<file path="src/design/lrgd_pkg.sv">
// Package for the linear regression gradient descent unit.
// Holds the fixed-point widths, configuration register indexes, defaults,
// the multiplier request and response structs, and saturation helpers.
package lrgd_pkg;

    localparam int MAX_SAMPLES_DEF  = 1024;
    localparam int MAX_FEATURES_DEF = 15;
    localparam int VALUE_BITS_DEF   = 16;

    localparam int W_BITS     = 48;
    localparam int Q_FRAC     = 24;
    localparam int ALPHA_BITS = 32;
    localparam int MB_BITS    = 33;
    localparam int PROD_BITS  = W_BITS + MB_BITS;
    localparam int P_BITS     = PROD_BITS + 1;
    localparam int IDX_BITS   = 4;
    localparam int ITER_BITS  = 16;
    localparam int FC_BITS    = 4;

    localparam int CFG_IDX_BITS  = 2;
    localparam int CFG_DATA_BITS = 32;

    localparam logic [CFG_IDX_BITS-1:0] CFG_FEATURE_COUNT   = 2'd0;
    localparam logic [CFG_IDX_BITS-1:0] CFG_ITERATION_COUNT = 2'd1;
    localparam logic [CFG_IDX_BITS-1:0] CFG_LEARNING_RATE   = 2'd2;

    localparam logic [FC_BITS-1:0]    FC_RESET   = 4'd1;
    localparam logic [ITER_BITS-1:0]  ITER_RESET = 16'd1;
    localparam logic [ALPHA_BITS-1:0] LR_RESET   = 32'd42950;

    localparam logic signed [W_BITS-1:0] W_ONE = 48'sh000001000000;

    typedef struct packed {
        logic                      start;
        logic signed [W_BITS-1:0]  a;
        logic signed [MB_BITS-1:0] b;
    } t_mul_req;

    typedef struct packed {
        logic                        done;
        logic signed [PROD_BITS-1:0] p;
    } t_mul_rsp;

    function automatic logic signed [P_BITS-1:0] ext_w(input logic signed [W_BITS-1:0] w);
        return {{(P_BITS-W_BITS){w[W_BITS-1]}}, w};
    endfunction

    function automatic logic signed [W_BITS-1:0] sat_w(input logic signed [P_BITS-1:0] v);
        logic signed [P_BITS-1:0] hi;
        logic signed [P_BITS-1:0] lo;
        hi = {{(P_BITS-W_BITS+1){1'b0}}, {(W_BITS-1){1'b1}}};
        lo = ~hi;
        if (v > hi) begin
            return {1'b0, {(W_BITS-1){1'b1}}};
        end else if (v < lo) begin
            return {1'b1, {(W_BITS-1){1'b0}}};
        end
        return v[W_BITS-1:0];
    endfunction

endpackage

</file>
<file path="src/design/lrgd_mul.sv">
// Serial shift-add multiplier, one multiplier bit per cycle, exact signed product.
// Depends on lrgd_pkg for widths and the request and response structs.
module lrgd_mul (
    input  logic               i_clk,
    input  logic               i_rst_n,
    input  lrgd_pkg::t_mul_req i_req,
    output lrgd_pkg::t_mul_rsp o_rsp
);
    localparam int MW = lrgd_pkg::PROD_BITS - 1;

    logic [lrgd_pkg::W_BITS-1:0]  a_mag;
    logic [lrgd_pkg::MB_BITS-1:0] b_mag;
    logic [MW-1:0]                r_ma;
    logic [lrgd_pkg::MB_BITS-1:0] r_mb;
    logic [MW-1:0]                r_acc;
    logic                         r_neg;
    logic                         r_busy;
    logic                         r_done;
    logic signed [lrgd_pkg::PROD_BITS-1:0] r_p;

    assign a_mag = i_req.a[lrgd_pkg::W_BITS-1] ? (~i_req.a + 1'b1) : i_req.a;
    assign b_mag = i_req.b[lrgd_pkg::MB_BITS-1] ? (~i_req.b + 1'b1) : i_req.b;

    always_ff @(posedge i_clk) begin
        if (!i_rst_n) begin
            r_busy <= 1'b0;
            r_done <= 1'b0;
        end else begin
            if (i_req.start) begin
                r_done <= 1'b0;
                r_ma   <= MW'(a_mag);
                r_mb   <= b_mag;
                r_acc  <= '0;
                r_neg  <= i_req.a[lrgd_pkg::W_BITS-1] ^ i_req.b[lrgd_pkg::MB_BITS-1];
                r_busy <= 1'b1;
            end else if (r_busy) begin
                if (r_mb == '0) begin
                    r_busy <= 1'b0;
                    r_done <= 1'b1;
                    r_p    <= r_neg ? -$signed({1'b0, r_acc}) : $signed({1'b0, r_acc});
                end else begin
                    r_done <= 1'b0;
                    if (r_mb[0]) begin
                        r_acc <= r_acc + r_ma;
                    end
                    r_ma <= r_ma << 1;
                    r_mb <= r_mb >> 1;
                end
            end else begin
                r_done <= 1'b0;
            end
        end
    end

    assign o_rsp.done = r_done;
    assign o_rsp.p    = r_p;
endmodule

</file>
<file path="config.mk">
export PLATFORM = sky130hd
export DESIGN_NAME = lrgd_mul
export DESIGN_NICKNAME = d
export VERILOG_FILES = /design/src/design/lrgd_pkg.sv /design/src/design/lrgd_mul.sv
export SDC_FILE = /design/constraint.sdc
export NUM_CORES = 1
export LEC_CHECK = 0
export BUFFER_PORTS_ARGS = -buffer_cell sky130_fd_sc_hd__buf_2
export CAP_MARGIN = 20
export CORE_ASPECT_RATIO = 1.25
export CORE_MARGIN = 3
export CORE_UTILIZATION = 44
export DETAILED_ROUTE_END_ITERATION = 8
export GPL_TIMING_DRIVEN = 0
export PLACE_DENSITY = 0.7
export SETUP_SLACK_MARGIN = 0.5
export SLEW_MARGIN = 10
export SYNTH_ARGS = -nofsm -noshare
export SYNTH_HDL_FRONTEND = slang
export SYNTH_SLANG_ARGS = --single-unit
</file>
<file path="constraint.sdc">
create_clock -name i_clk -period 11.4 [get_ports i_clk]
set_clock_uncertainty 0.1 [all_clocks]
set_input_delay 0.57 -clock i_clk [delete_from_list [all_inputs] [get_ports i_clk]]
set_output_delay 0.57 -clock i_clk [all_outputs]
set_load 0.01 [all_outputs]
</file>
==> results of run 1 <==
[synthesized netlist by cell type, types with 6 or more instances]
cell type / n / area share
a21oi_1: 188 / 0.053
and2_1: 6 / 0.0021
ha_1: 82 / 0.057
nor2b_1: 43 / 0.015
nor2_1: 212 / 0.044
xor2_1: 93 / 0.046
o31ai_1: 52 / 0.022
nand2b_1: 12 / 0.0042
mux2_2: 15 / 0.0094
o21ai_0: 105 / 0.029
o21bai_1: 24 / 0.010
a211oi_1: 8 / 0.0034
inv_1: 40 / 0.0084
nand4_1: 41 / 0.014
or4_1: 22 / 0.0092
or3_1: 25 / 0.0087
o41ai_1: 21 / 0.010
o21a_1: 15 / 0.0063
clkbuf_1: 84 / 0.018
a31oi_1: 9 / 0.0031
nand3_1: 22 / 0.0062
nor4_1: 23 / 0.0080
edfxtp_1: 275 / 0.46
a21o_1: 37 / 0.016
nor3b_1: 6 / 0.0025
nor3_1: 32 / 0.0090
xnor2_1: 127 / 0.062
or2_2: 8 / 0.0028
nand2_1: 126 / 0.026
[sequential cells by signal, indices dropped and copies added, names as in the netlist]
register / count
r_done: 1
r_acc: 80
r_busy: 1
r_neg: 1
r_p: 81
r_ma: 80
r_mb: 33
[layout by cell type (no fill, tap or decap), types with 12 or more instances in the layout]
master     synthesis  final
o21ai_0          105    105
nand2b_1          12     12
clkbuf_16          0     30
nor2b_1           43     43
nand3_1           22     22
xor2_1            93     93
inv_1             40     40
o31ai_1           52     52
ha_1              82     82
o41ai_1           21     21
a21oi_1          188    188
clkbuf_1          84     88
nand2_1          126    126
nor3_1            32     32
mux2_2            15     15
xnor2_1          127    127
a21o_1            37     37
edfxtp_1         275    275
buf_2              0    164
nor4_1            23     23
or3_1             25     25
nand4_1           41     41
o21bai_1          24     23
or4_1             22     22
nor2_1           212    212
o21a_1            15     14
[path summary, 6_finish.rpt]
kind / slack [ns] / depth (start not counted) / end / start
worst max-delay path: 6.61 / 12 / r_acc[75] / r_acc[1]
worst max register to register: 6.61 / 12 / r_acc[75] / r_acc[1]
worst min register to register: 0.48 / 1 / r_ma[61] / r_ma[60]
worst min-delay path: 0.20 / 2 / r_ma[0] / i_req[33]
[report_power, final]
part           internal [µW]  switching (µW)
combinational            311             499
clock                    528             415
sequential              1240            71.7
total                   2080             985
[kinds of logic (layout without fill, tap and decap cells)]
kind of cell    count (synthesis)  after routing  synth area share
compound gates                494            494             0.170
mux                            17             17            0.0106
buf+inv                       127            357            0.0269
flops                         277            277             0.464
simple gates                  597            597             0.162
xor+xnor                      220            220             0.108
fa+ha+maj                      83             83            0.0585
[final cells by class]
| type | instances | share of cell area |
|---|---|---|
| sequential | 277 | 0.404 |
| multi-input combinational | 1411 | 0.445 |
| buffer | 87 | 0.0161 |
| clock inverter | 20 | 0.00835 |
| tap | 539 | 0.0329 |
| inverter | 40 | 0.00732 |
| timing repair buffer | 176 | 0.0489 |
| clock buffer | 34 | 0.0373 |
[critical path, stage by stage, from the launching register on]
cell	delay [ns]
edfxtp_1	0.53
ha_1	0.36
a211oi_1	0.28
o21ai_0	0.19
and3_1	0.21
o41ai_1	0.57
a21oi_1	0.29
o21ai_0	0.24
o211ai_1	0.27
a211oi_1	0.61
o21bai_1	0.32
a21oi_1	0.24
mux2_2	0.35
[metrics by stage]
stage	utilization	worst slack [ns]
3_3_place_gp	0.489	-0.897
3_5_place_dp	0.494	6.59
4_1_cts	0.518	6.58
2_1_floorplan	-	2.76
6_report	0.518	6.61
5_1_grt	0.518	6.42
[routing by layer]
metal / track usage / wire, µm
met1: 0.291 / 21400
met2: 0.415 / 25600
met3: 0.0224 / 2480
met4: 0.0780 / 1690
met5: 0 / 0
==> flow_summary.yaml, run 1 <==
outcome:
  status: "finished clean"
clock_network:
  cts_resized: 0
  cts-root-buf: "clkbuf_16"
  clockBufferDepth: 3
  worst_skew_pair.late_latency_ns: 0.59
  cts.clk_slew.worst_paths_ns: 0.06
  cts_setup_buffers: 0
  numCtsBuffers: 30
  h-tree-depth: 1
  clock_sinks: 277
  holdBufCountCts: 0
  cts_tree: "built"
synth:
  seq_area_frac_synth: 0.464
  synth-async-reset-ratio: 0
  synth_flop_cell: "edfxtp_1"
  avgSynthCellArea_um2: 9.85
  netlist_area_um2: 17900
  yosys.cell_types.count: 61
  ys_ff_latch: 277
  synth-edff-count: 275
  yosys_warnings: 0
  synthCells: 1815
  syn_nets: 1982
route:
  via_count: 14900
  wl_mm: 51.2
  first_pass_iters: 5
  wire_per_inst_um: 19.8
  drt_iter0_drc: 1222
  antenna_left: 0
  drc: 0
  avgViaCountPerCell: 5.75
placed_design:
  port_buffers: 164
  place_inst: 2530
  hpwl_mm: 40.0
  post_dp_cell_area_um2: 19600
  gp_congestion: 0.950
sta:
  slew_headroom: 0.289
  holdWs_ns: 0.196
  final_max_slew_viol_count: 0
  setup_viol: 0
  rsz0062_at_grt: "no"
  tightest_slew_ns: 1.05
  hold_viol: 0
  period_minus_slack_ns: 4.79
  timing.fmax_ghz: 0.209
  finalSetupTns_ns: 0
  min_period_over_period: 0.421
setup_path:
  cp-end-kind: "flip-flop"
  path_class: "reg -> reg"
  arrival_ns: 5.03
  required_ns: 11.63
  critPathLaunchType: "flip-flop"
  cp_max_fo: 6
grt:
  overflow: 0
  antenna_found_initial: 0
  grt_pass1_wl_mm: 79.7
  grt_pass1_vias: 14600
  grt_start_max_net_pins: 43
  track_usage: 0.230
final_layout:
  final-seq-area_um2: 8300
  drive_gt1_frac: 0.126
  layoutNonFillerInstCount: 2584
  area_growth_pct: 14.8
  multi_input_area_um2: 9130
  fillers: 3682
  design_area_um2: 20500
  fin_nets: 2190
  antenna_cells: 0
die:
  dieHeight_um: 231
  io_pins: 166
  die_w_um: 186
  die_area_um2: 43100
  row_count: 81
  core_area_um2: 39600
  start_util: 0.451
hold_path:
  min_path_type: "in -> reg"
power:
  ir_drop_mv: 0.123
  powerDensity_nw_per_um2: 149
  finalPower_uw: 3060
  leakage_uw: 0.00749
flow_run:
  cap_violations: 0
No activity file was read; power rests on OpenSTA's default activity.
==> inputs of run 2 (changes only) <==
==> constraint.sdc (replaced) <==
create_clock -name i_clk -period 4.57 [get_ports i_clk]
set_clock_uncertainty 0.1 [all_clocks]
set_input_delay 0.2285 -clock i_clk [delete_from_list [all_inputs] [get_ports i_clk]]
set_output_delay 0.2285 -clock i_clk [all_outputs]
set_load 0.01 [all_outputs]
==> run 2 against run 1 <==
  * Die area did not move
  * First-iteration DRC count rose by 6.7%
  * Largest cell class unchanged
  * Register-to-register slack got worse by 6.1 ns
  * Power rose to 2.5 times the previous value
  * Via count rose by 2.4%
  * Flip-flop and latch count did not move
  * Sequential share of layout area fell by 2.1 points
  * Sequential power rose by 150%
  * Clock-buffer cell count rose by 1
  * Highest routed layer unchanged
  * Largest power group unchanged
  * Fmax rose by 19%
  * Worst hold slack got worse by 0.19 ns
==> flow_summary.yaml, run 2 (synthesis results as in run 1) <==
outcome:
  status: "finished clean"
grt:
  grt_pass1_vias: 14800
  grt_start_max_net_pins: 44
  overflow: 0
  antenna_found_initial: 0
  grt_pass1_wl_mm: 80.3
  track_usage: 0.232
sta:
  period_minus_slack_ns: 4.02
  setup_viol: 0
  final_max_slew_viol_count: 0
  hold_viol: 0
  timing.fmax_ghz: 0.249
  rsz0062_at_grt: "yes"
  tightest_slew_ns: 1.03
  min_period_over_period: 0.879
  holdWs_ns: 0.00704
  slew_headroom: 0.314
final_layout:
  fillers: 3544
  largest-register: "r_p"
  fin_nets: 2280
  final_cell_mix: "edfxtp_1, nor2_1, a21oi_1"
  largest_register_ff_count: 81
  antenna_cells: 0
  top_regs: "r_p: 81 flops, r_acc: 80 flops, r_ma: 80 flops"
  area_growth_pct: 21.1
  layout_commonest_cell: "edfxtp_1"
  drive_gt1_frac: 0.157
route:
  wl_mm: 51.7
  first_pass_iters: 6
  wire_per_inst_um: 19.3
  via_count: 15200
  drt_iter0_drc: 1304
  avgViaCountPerCell: 5.69
  antenna_left: 0
  drc: 0
clock_network:
  cts_tree: "built"
  clock_sinks: 277
  worst_skew_pair.late_latency_ns: 0.60
  clockBufferDepth: 3
  numCtsBuffers: 29
  cts-root-buf: "clkbuf_16"
  h-tree-depth: 1
  cts.clk_slew.worst_paths_ns: 0.07
die:
  core_area_um2: 39600
  start_util: 0.451
  row_count: 81
  die_area_um2: 43100
  io_pins: 166
  die_w_um: 186
  dieHeight_um: 231
power:
  ir_drop_mv: 0.309
  finalPower_uw: 7750
  powerDensity_nw_per_um2: 358
  leakage_uw: 0.00798
setup_path:
  arrival_ns: 4.27
  path_common_cell: "a21oi_1"
  cp_max_fo: 7
  path_class: "reg -> reg"
  required_ns: 4.82
  cp-end-kind: "flip-flop"
  cp_num_buf_inv: 1
  crit_family: "compound AO/OA/AOI/OAI gates"
  critPathLaunchType: "flip-flop"
  path_cells: "ha_1 > clkbuf_2 > a21oi_2 > o21ai_0 > a2111o_1 > a211oi_1 > a21oi_1 > o21ai_1 > o211ai_1 > a211oi_2 > o21bai_2 > a21oi_1 > mux2_2"
  slowest_stage: "a2111o_1"
  crit_path_max_incr_delay_ns: 0.48
hold_path:
  min_path_type: "in -> reg"
placed_design:
  gp_congestion: 0.950
  port_buffers: 164
  hpwl_mm: 39.7
flow_run:
  cap_violations: 0
-- run 2: cell types whose count changed in the layout (fill, tap and decap cells not counted), sizes merged --
cell,before,now
dlygate4sd3,0,68
buf,179,202
bufinv,2,1
clkbuf,118,119
clkinv,11,10
inv,42,43
-- run 2: metal layers --
layer	global-route usage	vias to the layer above	share of wire
met1	0.293	7205	0.41
met3	0.0241	156	0.053
met5	0	-	0
met2	0.405	512	0.49
met4	0.102	0	0.049
li1	-	7342	-
-- run 2: where the power goes --
part / switching, µW / total, µW / internal [µW]
Sequential: 173 / 3260 / 3090
Clock: 1040 / 2330 / 1290
Combinational: 1300 / 2160 / 863
-- run 2: area by class of cell --
type                       count  area (µm²)  area share
timing repair buffer         267        1890      0.0873
clock buffer                  35         778      0.0359
tap                          539         674      0.0311
clock inverter                19         163     0.00751
inverter                      40         150     0.00693
sequential                   277        8300       0.383
multi-input combinational   1411        9370       0.432
buffer                        87         342      0.0158
-- run 2: final timing paths --
kind,start,endpoint,slack (ns),depth (start not counted)
max,r_acc[12],r_acc[75],0.55,13
min,i_req[2],r_mb[2],0.007,3
max reg2reg,r_acc[12],r_acc[75],0.55,13
min reg2reg,r_ma[52],r_ma[53],0.46,1
-- run 2: repair_timing --
| item | CTS | global route |
|---|---|---|
| hold buffers | 68 | 0 |
| endpoints found under the setup margin | 30 | 24 |
| setup buffers | 10 | 16 |
| hold endpoints to repair | 71 | 0 |
| pin swaps | 5 | 13 |
| gates resized for setup | 29 | 34 |
-- run 2: worst register-to-register path, delay by kind of cell (launching register included) --
family / cells / cell delay (ns)
mux: 1 / 0.35
flops: 1 / 0.44
buf+inv: 1 / 0.19
fa+ha+maj: 1 / 0.30
compound gates: 10 / 2.39
-- run 2: stage by stage --
step	setup WS, ns	TNS [ns]	instance area [µm²]	std cells	utilization
2_1_floorplan	-0.230	-18.41	17900	1815	-
3_3_place_gp	-2.15	-198.11	19400	2518	0.490
3_5_place_dp	-0.230	-0.635	19600	2527	0.495
4_1_cts	0.486	0	21400	2659	0.540
5_1_grt	0.464	0	21700	2675	0.547
6_report	0.554	0	21700	2675	0.547
